### src/rtl/embedding_row_gather_macros.svh
// ----------------------------------------------------------------------------
// embedding_row_gather_macros
// Assertion macros for the embedding row gather block.
// ----------------------------------------------------------------------------
`ifndef EMBEDDING_ROW_GATHER_MACROS_SVH
`define EMBEDDING_ROW_GATHER_MACROS_SVH
`ifndef ASSERT_OFF
`define ERG_ASSERT(label, clk, rst_n, prop) \
    label: assert property (@(posedge clk) disable iff (!rst_n) prop) \
        else $error("assertion failed");
`else
`define ERG_ASSERT(label, clk, rst_n, prop)
`endif
`ifndef ASSERT_OFF
`define ERG_NEVER(label, clk, rst_n, cond) \
    label: assert property (@(posedge clk) disable iff (!rst_n) !(cond)) \
        else $error("forbidden condition");
`else
`define ERG_NEVER(label, clk, rst_n, cond)
`endif
`endif

### src/rtl/erg_pkg.sv
// ----------------------------------------------------------------------------
// erg_pkg
// Types, constants and the fp16 widening function for the row gather block.
// ----------------------------------------------------------------------------
package erg_pkg;

    localparam int TABLE_ROWS_DEF    = 1024;
    localparam int MAX_ROW_WIDTH_DEF = 64;

    localparam logic [1:0] REG_VOCAB_ROWS = 2'd0;
    localparam logic [1:0] REG_ROW_WIDTH  = 2'd1;
    localparam logic [1:0] REG_FORMAT     = 2'd2;

    localparam logic [1:0] FMT_FP32 = 2'd0;
    localparam logic [1:0] FMT_FP16 = 2'd1;
    localparam logic [1:0] FMT_BF16 = 2'd2;

    localparam logic KIND_WRITE = 1'b0;
    localparam logic KIND_TOKEN = 1'b1;

    typedef struct packed {
        logic               kind;
        logic [9:0]         entry_row;
        logic [5:0]         entry_column;
        logic [31:0]        entry_bits;
        logic signed [31:0] token_id;
        logic               batch_last;
    } in_word_t;

    typedef struct packed {
        logic [31:0]        element_bits;
        logic [15:0]        token_position;
        logic [5:0]         column_index;
        logic               range_error;
        logic signed [31:0] offending_id;
        logic               row_done;
        logic               batch_done;
    } out_word_t;

    // controller -> datapath
    typedef struct packed {
        logic       load;      // capture the token and start a row
        logic       read;      // read column and advance
        logic       emit_row;  // never set; the datapath emits row elements from its registered read
        logic       emit_err;
        logic       emit_close;
        logic       row_fin;
        logic       batch_end;
    } ctl_cmd_t;

    function automatic logic [31:0] widen_half(input logic [15:0] h);
        logic [31:0] sign;
        logic [4:0]  ex;
        logic [9:0]  man;
        logic [7:0]  e;
        logic [3:0]  lz;
        logic [10:0] sh;
        begin
            sign = {h[15], 31'd0};
            ex   = h[14:10];
            man  = h[9:0];
            lz   = 4'd0;
            for (int i = 0; i < 10; i++)
            begin
                if (man[i])
                    lz = 4'(9 - i);
            end
            if (ex == 5'd0)
            begin
                if (man == 10'd0)
                    widen_half = sign;
                else
                begin
                    sh = {1'b0, man} << (lz + 4'd1);
                    e  = 8'd113 - 8'(lz) - 8'd1;
                    widen_half = sign | {1'b0, e, sh[9:0], 13'd0};
                end
            end
            else if (ex == 5'd31)
                widen_half = sign | 32'h7F80_0000 | {9'd0, man, 13'd0};
            else
                widen_half = sign | {1'b0, 8'(ex) + 8'd112, man, 13'd0};
        end
    endfunction

endpackage

### src/rtl/erg_ctrl.sv
// ----------------------------------------------------------------------------
// erg_ctrl
// Sequencer: classifies each token, walks the row columns, tracks batch errors.
// ----------------------------------------------------------------------------
module erg_ctrl #(
    parameter int TABLE_ROWS    = 1024,
    parameter int MAX_ROW_WIDTH = 64
) (
    input  logic               clk,
    input  logic               rst_n,
    input  logic               start,
    input  logic               kind,
    input  logic signed [31:0] tok_in,
    input  logic               last_in,
    input  logic [10:0]        vocab_rows,
    input  logic [6:0]         row_width,
    input  logic [5:0]         col,
    input  logic               last_tok,
    output logic               busy,
    output logic               mem_we,
    output erg_pkg::ctl_cmd_t  cmd
);
    import erg_pkg::*;
    `include "embedding_row_gather_macros.svh"

    localparam logic [1:0] ST_IDLE = 2'd0;
    localparam logic [1:0] ST_ROW  = 2'd1;
    localparam logic [1:0] ST_DRAIN = 2'd2;

    localparam logic [16:0] ROWS = 17'(TABLE_ROWS);
    localparam logic [6:0]  MAXW = 7'(MAX_ROW_WIDTH);

    logic [1:0] state_reg, state_next;
    logic err_reg, err_next;
    logic [16:0] limit;
    logic [6:0] width;
    logic accept, bad, fin;
    ctl_cmd_t cmd_base;

    assign accept = start && !busy;
    assign limit  = ({6'd0, vocab_rows} < ROWS) ? {6'd0, vocab_rows} : ROWS;
    assign width  = (row_width == 7'd0) ? 7'd1 : ((row_width > MAXW) ? MAXW : row_width);
    assign bad    = tok_in[31] || (tok_in[30:0] >= {14'd0, limit});
    assign fin    = ({1'b0, col} + 7'd1) == width;
    assign busy   = state_reg != ST_IDLE;
    assign mem_we = accept && kind == KIND_WRITE;
    always_comb
    begin
        state_next     = state_reg;
        err_next       = err_reg;
        cmd_base       = '0;
        case (state_reg)
            ST_IDLE:
            begin
                if (accept && kind == KIND_TOKEN)
                begin
                    cmd_base.load = 1'b1;
                    if (err_reg)
                        state_next = ST_DRAIN;
                    else if (bad)
                    begin
                        err_next   = 1'b1;
                        state_next = ST_DRAIN;
                    end
                    else
                        state_next = ST_ROW;
                    if (last_in)
                        err_next = 1'b0;
                end
            end
            ST_ROW:
            begin
                cmd_base.read      = 1'b1;
                cmd_base.row_fin   = fin;
                cmd_base.batch_end = fin && last_tok;
                if (fin)
                    state_next = ST_DRAIN;
            end
            ST_DRAIN:
                state_next = ST_IDLE;
            default:
                state_next = ST_IDLE;
        endcase
    end

    // error/close results go out from the drain state using latched flags
    logic kind_err_reg, kind_close_reg;
    always_ff @(posedge clk or negedge rst_n)
    begin
        if (!rst_n)
        begin
            state_reg      <= ST_IDLE;
            err_reg        <= 1'b0;
            kind_err_reg   <= 1'b0;
            kind_close_reg <= 1'b0;
        end
        else
        begin
            state_reg      <= state_next;
            err_reg        <= err_next;
            kind_err_reg   <= 1'b0;
            kind_close_reg <= 1'b0;
            if (cmd_base.load)
            begin
                kind_err_reg   <= !err_reg && bad;
                kind_close_reg <= err_reg && last_in;
            end
        end
    end

    // drive error/close in the cycle after load (state DRAIN, first cycle)
    logic drain_first;
    assign drain_first = (state_reg == ST_DRAIN);

    always_comb
    begin
        cmd            = cmd_base;
        cmd.emit_err   = drain_first && kind_err_reg;
        cmd.emit_close = drain_first && kind_close_reg;
    end

    `ERG_NEVER(a_no_read_idle, clk, rst_n, cmd.read && state_reg == ST_IDLE)
    `ERG_NEVER(a_err_close_excl, clk, rst_n, kind_err_reg && kind_close_reg)
    `ERG_ASSERT(a_fin_drains, clk, rst_n,
        (state_reg == ST_ROW && fin) |=> state_reg == ST_DRAIN)
endmodule

### config.mk
export PLATFORM = sky130hd
export DESIGN_NAME = erg_ctrl
export DESIGN_NICKNAME = d
export VERILOG_FILES = /design/src/rtl/erg_pkg.sv /design/src/rtl/erg_ctrl.sv
export VERILOG_INCLUDE_DIRS = /design/src /design/src/rtl
export SDC_FILE = /design/constraint.sdc
export NUM_CORES = 1
export LEC_CHECK = 0
export BUFFER_PORTS_ARGS = -buffer_cell sky130_fd_sc_hd__buf_2
export CAP_MARGIN = 20
export CORE_MARGIN = 2
export CORE_UTILIZATION = 39
export DETAILED_ROUTE_END_ITERATION = 10
export HOLD_SLACK_MARGIN = 0.08
export PLACE_DENSITY = 0.85
export SYNTH_ARGS = -nofsm -noshare
export SYNTH_HDL_FRONTEND = slang
export SYNTH_SLANG_ARGS = --single-unit
### constraint.sdc
create_clock -name clk -period 2 [get_ports clk]
set_clock_uncertainty 0.2 [all_clocks]
set_input_delay 0.1 -clock clk [delete_from_list [all_inputs] [get_ports clk]]
set_output_delay 0.1 -clock clk [all_outputs]
set_load 0.05 [all_outputs]
==> results of run 1 <==
-- final timing paths --
path,cells after the start,start,endpoint,slack [ps]
worst max register to register,4,state_reg[1]$_DFFE_PN0P_,kind_err_reg$_DFF_PN0_,190
worst min-delay path,4,start,err_reg$_DFFE_PN0P_,170
worst max-delay path,8,row_width[1],cmd[0],-60
max in group asynchronous,3,rst_n,err_reg$_DFFE_PN0P_,800
min in group asynchronous,3,rst_n,state_reg[1]$_DFFE_PN0P_,600
worst min register to register,1,err_reg$_DFFE_PN0P_,kind_err_reg$_DFF_PN0_,300
-- repair_timing --
| item | 4_1_cts | 5_1_grt |
|---|---|---|
| pin swaps | 2 | 0 |
| gates resized for setup | 5 | 12 |
| buffers inserted | 0 | 0 |
| hold endpoints to repair | 8 | 0 |
| endpoints found under the setup margin | 2 | 6 |
| gates cloned | 0 | 1 |
| hold buffers | 5 | 0 |
-- worst reg2reg max path, stage by stage (launching register included) --
cell and delay [ps]:
sky130_fd_sc_hd__dfrtp_1 430, sky130_fd_sc_hd__nor2_2 160, sky130_fd_sc_hd__nand3_1 160, sky130_fd_sc_hd__dlygate4sd3_1 620
sky130_fd_sc_hd__nor3_2 160
-- placed cells by master, fill, tap and decap left out, drive strengths merged, types with 3 or more instances in the layout --
cell / netlist / layout
buf: 1 / 79
inv: 7 / 7
clkbuf: 1 / 4
dfrtp: 5 / 5
and3: 3 / 3
dlygate4sd3: 0 / 5
o21ai: 5 / 5
nor2b: 3 / 3
a21oi: 6 / 6
nor2: 5 / 5
nand2: 15 / 15
nand3: 3 / 3
xnor2: 3 / 3
nand4: 5 / 5
nor4: 5 / 5
ha: 12 / 12
-- logic make-up (layout without fill, tap and decap cells) --
logic type,Yosys count,in the layout,share of synthesized area
xor+xnor,5,5,0.0507
compound gates,25,25,0.206
simple gates,54,54,0.361
fa+ha+maj,12,12,0.174
other cells,1,1,0.00434
buf+inv,10,97,0.0478
mux,1,1,0.0116
flops,5,5,0.145
-- per-layer routing --
metal  GRT usage  wire [um]  up-vias
met2       0.491       1710       56
li1            -          -      601
met4      0.0946         63        0
met5           0          0        -
met1       0.231       1000      552
met3      0.0292        169        6
-- stage by stage --
step | cell area (um^2) | utilization
global route | 1470 | 0.684
finish | 1470 | 0.684
global placement | 1320 | 0.613
CTS | 1410 | 0.658
floorplan | 873 | -
detailed placement | 1320 | 0.613
-- area by class of cell --
cell class | count | share of cell area
timing repair buffer | 84 | 0.336
timing repair inverter | 1 | 0.00341
clock buffer | 4 | 0.0179
multi-input combinational | 98 | 0.511
inverter | 8 | 0.0230
tap | 28 | 0.0239
sequential | 5 | 0.0852
-- where the power goes --
group	internal, W	total (W)	leakage, nW	switching, W
Combinational	0.000124	0.000250	0.695	0.000126
Sequential	0.000108	0.000114	0.0655	0.00000613
Clock	0.0000752	0.000113	0.0150	0.0000383
==> results.rst, run 1 <==
.. list-table::
   :header-rows: 1

   * - Metric
     - Value
   * - Setup-violating endpoint count in the final report
     - 2
   * - Most frequent cell after synthesis
     - sky130_fd_sc_hd__nand2_1
   * - Cell breakdown of the critical path
     - buf_6 > or4_4 > o21bai_4 > xor2_1 > a32o_2 > and4_4 > and2_4 > buf_8
   * - Pin count of the biggest net entering global routing
     - 11
   * - Worst-path cell with the longest stage delay
     - sky130_fd_sc_hd__or4_4
   * - Via count of the first global-routing pass
     - about 1300
   * - Largest voltage drop on the vdd net
     - between 0.0002 and 0.00025 V
   * - Drt drc
     - 0
   * - Power density over cell area
     - between 300 and 400 mW/mm^2
   * - Cell leakage power
     - a little under 0.8 nW
   * - Number of buffers created by CTS
     - 3
   * - Slew Viols, Final
     - 0
   * - Number of antenna diodes
     - 0
   * - FMAX
     - 486 MHz
   * - Hold Crit Class
     - primary input to flop
   * - Async S/R FF share, synth
     - 1.00
   * - Startpoint kind of the worst setup timing path
     - primary input
   * - Seq/Total Area, Yosys
     - 0.145
   * - Global-route wire length before repair
     - between 4000 and 5000 um
   * - Worst Setup Slack, final
     - -57.5 ps
   * - Buf+Inv Stages, Crit Path
     - 2
   * - Unrepaired setup endpoints after global routing
     - true
   * - Violation count after the first detailed-route iteration
     - 10
   * - Number of primary I/O pins
     - slightly above 70
   * - Final cell count without fillers
     - 228
   * - Die X-Extent
     - a little over 50 um
   * - Effective utilization at floorplan
     - 0.402
   * - Outcome
     - finished, violations left
   * - First-pass iteration count of the detailed router
     - 4
   * - Clock latency on the worst-skew pair
     - roughly 230 ps
   * - Final #Nets
     - about 280
   * - Number of antenna violations at the first check in global routing
     - 0
   * - Worst Hold Margin
     - 166 ps
   * - Post-route fraction of the period consumed by the critical path
     - 1.03
   * - Crit path max-delay family
     - simple AND/OR/NAND/NOR gates
   * - Overall routed net length
     - 2940 um
   * - Post-CTS clock slew at the launch and capture registers of the worst setup and hold paths
     - 40 ps
   * - Wire per inst
     - around 13 um
   * - Core ar.
     - 0.00215 mm^2
   * - Detailed-route vias per instance
     - approximately 5.3
   * - Biggest area consumer among synthesized cells
     - sky130_fd_sc_hd__ha_1
   * - Number of levels the H-tree was split into
     - 1
   * - Remaining antenna violation count
     - 0
   * - GP Congestion
     - between 0.7 and 0.8
   * - Worst endpoint required time
     - 1700 ps
   * - Die area
     - 0.00261 mm^2
   * - Largest cells by area after synthesis
     - sky130_fd_sc_hd__ha_1 (17%), sky130_fd_sc_hd__dfrtp_1 (14%), sky130_fd_sc_hd__nand2_1 (6.1%)
   * - Synth Instances
     - about 110
   * - Commonest cells in the synthesized netlist
     - sky130_fd_sc_hd__nand2_1 (14), sky130_fd_sc_hd__ha_1 (12), sky130_fd_sc_hd__inv_1 (7)
   * - Buffers from clock root to sink, at most
     - 2
   * - Overall overflow remaining after global route
     - 0
   * - Power, Total
     - about 0.00048 W
   * - Overall track demand over capacity in global routing
     - 0.238
   * - Mean instance size in the synthesized netlist
     - about 7.6 um^2
   * - Post-Syn Nets
     - 187
   * - Multi-input logic area
     - 751 um^2
   * - # port buffers
     - between 60 and 70
   * - Flip-flop and latch count after synthesis
     - 5
   * - Distinct cell type count of the synthesized netlist
     - 44
   * - Placed Cells
     - ~220
   * - Dpl ws
     - -147 ps
   * - Area added between synthesis and finish
     - 70.1%
   * - Number of max-capacitance violations reported
     - 0
   * - Number of synthesis warnings
     - 0
   * - Max stage delay on crit path
     - roughly 560 ps
   * - Layout fillers
     - 184
   * - Clock tree from TritonCTS
     - yes
   * - Final min period
     - slightly above 2000 ps
   * - Worst setup path category
     - primary input to primary output
   * - Via total after detailed routing
     - roughly 1200
   * - Count of flip-flops with a built-in enable after synthesis
     - 0
   * - Detail Placement HPWL
     - 2360 um
   * - Violated checks
     - setup timing
   * - Endpoints failing hold
     - 0
   * - Maximum fanout encountered on the critical timing path
     - 3
   * - Standard-cell rows
     - 17
   * - Clock sink count
     - 5
   * - Most instantiated flip-flop cell in the synthesis netlist
     - sky130_fd_sc_hd__dfrtp_1
   * - DIE HEIGHT
     - between 50 and 60 um
   * - Synthesized area
     - between 800 and 900 um^2
   * - Worst setup EP type
     - primary output
   * - Combined flip-flop and latch cell area
     - about 130 um^2
   * - Setup TNS after final layout
     - -91.8 ps
   * - CTS root buffer
     - sky130_fd_sc_hd__clkbuf_4
   * - Arrival time at the worst endpoint
     - between 1500 and 2000 ps
   * - Share of Yosys cell area claimed by the top area cell type
     - 0.174
   * - Share of layout cells above drive strength 1
     - 0.495
   * - Number of flip-flops under the largest register name
     - 2
No activity file was read; power rests on OpenSTA's default activity.
==> inputs of run 2 (changes only) <==
Settings changed: CORE_MARGIN 2 to unset, SKIP_CTS_REPAIR_TIMING set to 1.
==> run 2 against run 1 <==
  * The run still ends with setup timing left
  * Setup slack improved by 45 ps
  * Critical path depth unchanged
  * Via count decreased by 2.4%
  * Fmax increased by 2.2%
  * Highest routed layer unchanged
  * Routed wire length decreased by 11%
  * Die area decreased by 7.7%
  * Count of clock-buffer cells in the layout unchanged
  * Final cell count decreased by 1.8%
  * Register-to-register slack got worse by 20 ps
  * First-iteration DRC count increased by 70%
==> results.rst, run 2 (synthesis results as in run 1) <==
.. list-table::
   :header-rows: 1

   * - Metric
     - Value
   * - Unrepaired setup endpoints after global routing
     - true
   * - Pin count of the biggest net entering global routing
     - 10 (-1)
   * - Cell leakage power
     - 0.754 nW (-2.8%)
   * - Overall track demand over capacity in global routing
     - 0.214 (-0.0244)
   * - Worst setup EP type
     - primary output
   * - Die area
     - 0.00241 mm^2 (-7.7%)
   * - Final min period
     - 2010 ps (-44.6 ps)
   * - Commonest non-fill, non-tap cell in the layout
     - sky130_fd_sc_hd__buf_2
   * - Part of the power in combinational logic
     - 0.507 (-0.017)
   * - Core occupancy in the finished layout
     - 0.700 (+0.0167)
   * - Clock latency on the worst-skew pair
     - 240 ps (about the same)
   * - Worst Setup Slack, final
     - -12.9 ps (+44.6 ps)
   * - # port buffers
     - 69 (unchanged)
   * - Number of flip-flops under the largest register name
     - 2 (unchanged)
   * - Worst Hold Margin
     - 111 ps (-55.0 ps)
   * - Commonest cells after routing, fill and taps aside
     - sky130_fd_sc_hd__buf_2 (67), sky130_fd_sc_hd__nand2_1 (14), sky130_fd_sc_hd__ha_1 (11)
   * - Share of layout cells above drive strength 1
     - 0.462 (-0.0331)
   * - Endpoints failing hold
     - 0 (unchanged)
   * - Detail Placement HPWL
     - 2190 um (-7.0%)
   * - Clock tree from TritonCTS
     - yes
   * - Number of antenna diodes
     - 0 (unchanged)
   * - Power, Total
     - 0.000470 W (-1.7%)
   * - Sequential share of power
     - 0.240 (+0.002)
   * - Number of buffers created by CTS
     - 3 (unchanged)
   * - Setup slack, reg-to-reg
     - 170 ps (-20 ps)
   * - Drt drc
     - 0 (unchanged)
   * - Hold Path Origin
     - start
   * - Overall routed net length
     - 2610 um (-11%)
   * - Final #Nets
     - 272 (-1.1%)
   * - Post-CTS clock slew at the launch and capture registers of the worst setup and hold paths
     - 40 ps (about the same)
   * - Detailed-route vias per instance
     - 5.29 (-0.64%)
   * - Die X-Extent
     - 49.1 um (-3.9%)
   * - Worst hold endpoint
     - err_reg$_DFFE_PN0P_
   * - Maximum fanout encountered on the critical timing path
     - 3 (unchanged)
   * - Overall overflow remaining after global route
     - 0 (unchanged)
   * - Effective utilization at floorplan
     - 0.427 (+0.0251)
   * - Standard-cell rows
     - 16 (-1)
   * - Power density over cell area
     - 332 mW/mm^2 (+2.0%)
   * - First-pass iteration count of the detailed router
     - 4 (unchanged)
   * - Post-route fraction of the period consumed by the critical path
     - 1.01 (-0.0223)
   * - Core ar.
     - 0.00202 mm^2 (-5.9%)
   * - Number of max-capacitance violations reported
     - 0 (unchanged)
   * - Global-route wire length before repair
     - 4190 um (-14%)
   * - Number of antenna violations at the first check in global routing
     - 0 (unchanged)
   * - CTS root buffer
     - sky130_fd_sc_hd__clkbuf_4
   * - Slew Viols, Final
     - 0 (unchanged)
   * - Cell count of the worst hold path
     - 4 (unchanged)
   * - Violated checks
     - setup timing
   * - Setup-violating endpoint count in the final report
     - 1 (-1)
   * - Startpoint kind of the worst setup timing path
     - primary input
   * - Remaining antenna violation count
     - 0 (unchanged)
   * - GP Congestion
     - 0.846 (+8.0%)
   * - DIE HEIGHT
     - 49.1 um (-3.9%)
   * - Clock sink count
     - 5 (unchanged)
   * - Violation count after the first detailed-route iteration
     - 17 (+7)
   * - Count of cells along the worst register-to-register path
     - 4 (unchanged)
   * - Largest voltage drop on the vdd net
     - 0.000303 V (+50%)
   * - Sw power
     - 0.000167 W (-2.1%)
   * - Sw Ratio
     - 0.356 (-0.00148)
   * - Worst endpoint required time
     - 1700 ps (about the same)
   * - Final cell count without fillers
     - 224 (-1.8%)
   * - Number of primary I/O pins
     - 71 (unchanged)
   * - Worst r2r dst
     - kind_err_reg$_DFF_PN0_
   * - Placed Cells
     - 215 (-1.4%)
   * - Cell Int Power
     - 0.000302 W (-1.4%)
   * - Worst setup path category
     - primary input to primary output
   * - Number of levels the H-tree was split into
     - 1 (unchanged)
   * - Via count of the first global-routing pass
     - 1053 (-16%)
   * - Clock share of power
     - 0.253 (+0.015)
   * - Outcome
     - finished, violations left
   * - Hold Crit Class
     - primary input to flop
   * - Buffers from clock root to sink, at most
     - 2 (unchanged)
   * - Area added between synthesis and finish
     - 64.1%
   * - FMAX
     - 497 MHz (+2.2%)
   * - Wire per inst
     - 11.7 um (-9.6%)
   * - Arrival time at the worst endpoint
     - 1710 ps (-50 ps)
   * - Launching point of the worst reg2reg path
     - state_reg[1]$_DFFE_PN0P_
   * - Via total after detailed routing
     - 1186 (-2.4%)
[run 2: stage by stage]
stage	area, um^2	TNS, ps	setup slack [ps]
CTS	1330	-165	-141
global placement	1300	-328	-102
detailed placement	1300	-543	-153
finish	1420	-12.9	-12.9
floorplan	873	0	42.6
global route	1420	-100	-66.5
[run 2: how the worst max path moves through the flow]
stage                     cells after the start                  endpoint      startpoint
after floorplan                               5                    cmd[0]    row_width[1]
after global placement                       10  state_reg[0]$_DFFE_PN0P_  vocab_rows[10]
after detailed placement                     10  state_reg[0]$_DFFE_PN0P_  vocab_rows[10]
after CTS                                     8                    cmd[0]    row_width[1]
after global routing                          8                    cmd[0]    row_width[2]
final                                         8                    cmd[0]    row_width[1]
[run 2: layer usage]
layer	wire length, um	part of all wire	track usage	up-vias
li1	-	-	-	603
met1	1050	0.40	0.237	532
met2	1430	0.55	0.417	47
met3	98	0.037	0.0218	4
met4	30	0.011	0.0686	0
met5	0	0	0	-
[run 2: layout make-up]
class	instances	area, um^2
multi-input combinational	98	726
clock buffer	4	26.3
sequential	5	125
inverter	8	33.8
fill	149	606
tap	27	33.8
timing repair buffer	82	472
[run 2: power by group through the flow]
stage	combinational (W)	clock [W]	sequential [W]
after global routing	0.000265	0.000134	0.000114
final	0.000238	0.000119	0.000113
after global placement	0.000210	0	0.000114
after detailed placement	0.000221	0	0.000114
after floorplan	0.000116	0	0.000113
after CTS	0.000222	0.000125	0.000113
[run 2: worst max-delay path, cell delays in order]
cell and delay (ps):
sky130_fd_sc_hd__buf_6 90, sky130_fd_sc_hd__or4_4 570, sky130_fd_sc_hd__o21bai_4 130, sky130_fd_sc_hd__xor2_1 170, sky130_fd_sc_hd__a32o_2 150, sky130_fd_sc_hd__and4_4 220
sky130_fd_sc_hd__and2_4 150, sky130_fd_sc_hd__buf_8 140
==> inputs of run 3 (changes only) <==
Settings changed: CAP_MARGIN 20 to 40, PLACE_DENSITY 0.85 to 0.81.
==> run 3 against run 2 <==
  * The flow still finishes with violations (setup timing)
  * Setup slack improved by 3.3 ps
  * Largest power group unchanged
  * Flip-flop and latch count unchanged
  * Critical path depth is 1 lower
  * Count of clock-buffer cells in the layout unchanged
==> results.rst, run 3 (synthesis results as in run 1) <==
.. list-table::
   :header-rows: 1

   * - Metric
     - Value
   * - Drt drc
     - 0 (unchanged)
   * - Number of levels the H-tree was split into
     - 1 (unchanged)
   * - Unrepaired setup endpoints after global routing
     - true
   * - First-pass iteration count of the detailed router
     - 4 (unchanged)
   * - Clock tree from TritonCTS
     - yes
   * - Final min period
     - 2010 ps (-3.34 ps)
   * - Cell count of the worst hold path
     - 4 (unchanged)
   * - Startpoint kind of the worst setup timing path
     - primary input
   * - Number of antenna violations at the first check in global routing
     - 0 (unchanged)
   * - Setup-violating endpoint count in the final report
     - 1 (unchanged)
   * - Sequential share of power
     - 0.238 (-0.002)
   * - Clock latency on the worst-skew pair
     - 240 ps (about the same)
   * - Number of max-capacitance violations reported
     - 0 (unchanged)
   * - Cell leakage power
     - 0.770 nW (+2.1%)
   * - Endpoints failing hold
     - 0 (unchanged)
   * - CTS root buffer
     - sky130_fd_sc_hd__clkbuf_4
   * - Outcome
     - finished, violations left
   * - Number of primary I/O pins
     - 71 (unchanged)
   * - Worst hold endpoint
     - err_reg$_DFFE_PN0P_
   * - Sw Ratio
     - 0.353 (-0.00286)
   * - Standard-cell rows
     - 16 (unchanged)
   * - Count of cells along the worst register-to-register path
     - 4 (unchanged)
   * - Arrival time at the worst endpoint
     - 1710 ps (about the same)
   * - Wire per inst
     - 11.4 um (-2.1%)
   * - Layout fillers
     - 164 (+10%)
   * - Worst Setup Slack, final
     - -9.58 ps (+3.34 ps)
   * - DIE HEIGHT
     - 49.1 um (unchanged)
   * - Worst setup path category
     - primary input to primary output
   * - Detailed-route vias per instance
     - 5.24 (-1.1%)
   * - Launching point of the worst reg2reg path
     - state_reg[1]$_DFFE_PN0P_
   * - Setup TNS after final layout
     - -9.58 ps (+3.34 ps)
   * - Maximum fanout encountered on the critical timing path
     - 3 (unchanged)
   * - Violation count after the first detailed-route iteration
     - 18 (+1)
   * - Remaining antenna violation count
     - 0 (unchanged)
   * - Share of layout cells above drive strength 1
     - 0.472 (+0.0104)
   * - FMAX
     - 498 MHz (+0.17%)
   * - Hold Crit Class
     - primary input to flop
   * - GP Congestion
     - 0.785 (-7.2%)
   * - Power density over cell area
     - 331 mW/mm^2 (about the same)
   * - Hold Path Origin
     - start
   * - Area added between synthesis and finish
     - 66.1%
   * - Global-route wire length before repair
     - 4000 um (-4.6%)
   * - Effective utilization at floorplan
     - 0.427 (unchanged)
   * - Combined flip-flop and latch cell area
     - 125 um^2 (unchanged)
   * - # port buffers
     - 69 (unchanged)
   * - Commonest non-fill, non-tap cell in the layout
     - sky130_fd_sc_hd__buf_2
   * - Clock share of power
     - 0.247 (-0.006)
   * - Detail Placement HPWL
     - 2140 um (-2.4%)
   * - Clock sink count
     - 5 (unchanged)
   * - Number of antenna diodes
     - 0 (unchanged)
   * - Buffers from clock root to sink, at most
     - 2 (unchanged)
   * - Violated checks
     - setup timing
   * - Die X-Extent
     - 49.1 um (unchanged)
   * - Post-route fraction of the period consumed by the critical path
     - 1.00 (-0.00167)
   * - Setup slack, reg-to-reg
     - 90 ps (-80 ps)
   * - Final #Nets
     - 274 (+0.74%)
   * - Overall routed net length
     - 2580 um (-1.2%)
   * - Largest voltage drop on the vdd net
     - 0.000299 V (-1.3%)
   * - Overall track demand over capacity in global routing
     - 0.205 (-0.00822)
   * - Worst Hold Margin
     - 125 ps (+14.5 ps)
   * - Die area
     - 0.00241 mm^2 (unchanged)
   * - Dpl ws
     - -172 ps (-19.2 ps)
   * - Pin count of the biggest net entering global routing
     - 11 (+1)
   * - Sw power
     - 0.000168 W (+0.34%)
   * - Slew Viols, Final
     - 0 (unchanged)
   * - Via total after detailed routing
     - 1184 (-0.17%)
   * - Part of the power in combinational logic
     - 0.515 (+0.008)
   * - Cell Int Power
     - 0.000307 W (+1.6%)
   * - Cell breakdown of the critical path
     - buf_2 > or4_4 > o32ai_2 > a32o_2 > and4_4 > and2_4 > buf_8
   * - Overall overflow remaining after global route
     - 0 (unchanged)
   * - Max stage delay on crit path
     - 560 ps (about the same)
   * - Worst setup EP type
     - primary output
   * - Post-CTS clock slew at the launch and capture registers of the worst setup and hold paths
     - 50 ps (about the same)
   * - Commonest cells after routing, fill and taps aside
     - sky130_fd_sc_hd__buf_2 (68), sky130_fd_sc_hd__nand2_1 (14), sky130_fd_sc_hd__ha_1 (11)
   * - Worst endpoint required time
     - 1700 ps (about the same)
   * - Worst-path cell with the longest stage delay
     - sky130_fd_sc_hd__or4_4
   * - Worst r2r dst
     - kind_err_reg$_DFF_PN0_
   * - Multi-input logic area
     - 738 um^2 (+1.7%)
   * - Via count of the first global-routing pass
     - 1006 (-4.5%)
   * - Number of flip-flops under the largest register name
     - 2 (unchanged)
   * - Core ar.
     - 0.00202 mm^2 (unchanged)
   * - Number of buffers created by CTS
     - 3 (unchanged)
-- run 3: power groups by stage --
stage / combinational, W / clock, W / sequential (W)
CTS: 0.000224 / 0.000121 / 0.000113
global placement: 0.000216 / 0 / 0.000114
global route: 0.000272 / 0.000133 / 0.000114
floorplan: 0.000116 / 0 / 0.000113
detailed placement: 0.000224 / 0 / 0.000114
finish: 0.000245 / 0.000117 / 0.000113
-- run 3: worst max path at each step --
stage                              start                       end  slack [ps]  cells after the start
after floorplan             row_width[1]                    cmd[0]          40                      5
after global placement    vocab_rows[10]  state_reg[0]$_DFFE_PN0P_        -110                     10
after detailed placement          col[0]                    cmd[0]        -170                      9
after CTS                         col[0]                    cmd[0]        -170                      9
after global routing        row_width[1]                    cmd[0]         -60                      8
final                       row_width[1]                    cmd[0]         -10                      7
-- run 3: cell type report --
type,count,area share
inverters,8,0.0209
repair buffers,84,0.335
clock buffers,4,0.0183
well taps,27,0.0236
flip-flops and latches,5,0.0873
multi-input cells,98,0.515
-- run 3: worst max-delay path, delay by kind of cell --
kind	cells	cell delay, ps
buffers and inverters	2	240
AND/OR/NAND/NOR	3	930
AO/OA/AOI/OAI	2	430
-- run 3: per-layer routing --
layer | share of wire | vias to the layer above | track usage
met5 | 0 | - | 0
met4 | 0 | 0 | 0.0343
met3 | 0.062 | 0 | 0.0592
met2 | 0.51 | 53 | 0.382
met1 | 0.42 | 530 | 0.232
li1 | - | 601 | -
-- run 3: stage by stage --
| stage | instances | util | power [W] | cell area [um^2] |
|---|---|---|---|---|
| 2_1_floorplan | 113 | - | 0.000229 | 873 |
| 3_3_place_gp | 216 | 0.647 | 0.000329 | 1310 |
| 3_5_place_dp | 216 | 0.647 | 0.000338 | 1310 |
| 4_1_cts | 220 | 0.660 | 0.000458 | 1340 |
| 5_1_grt | 226 | 0.709 | 0.000520 | 1430 |
| 6_report | 226 | 0.709 | 0.000475 | 1430 |
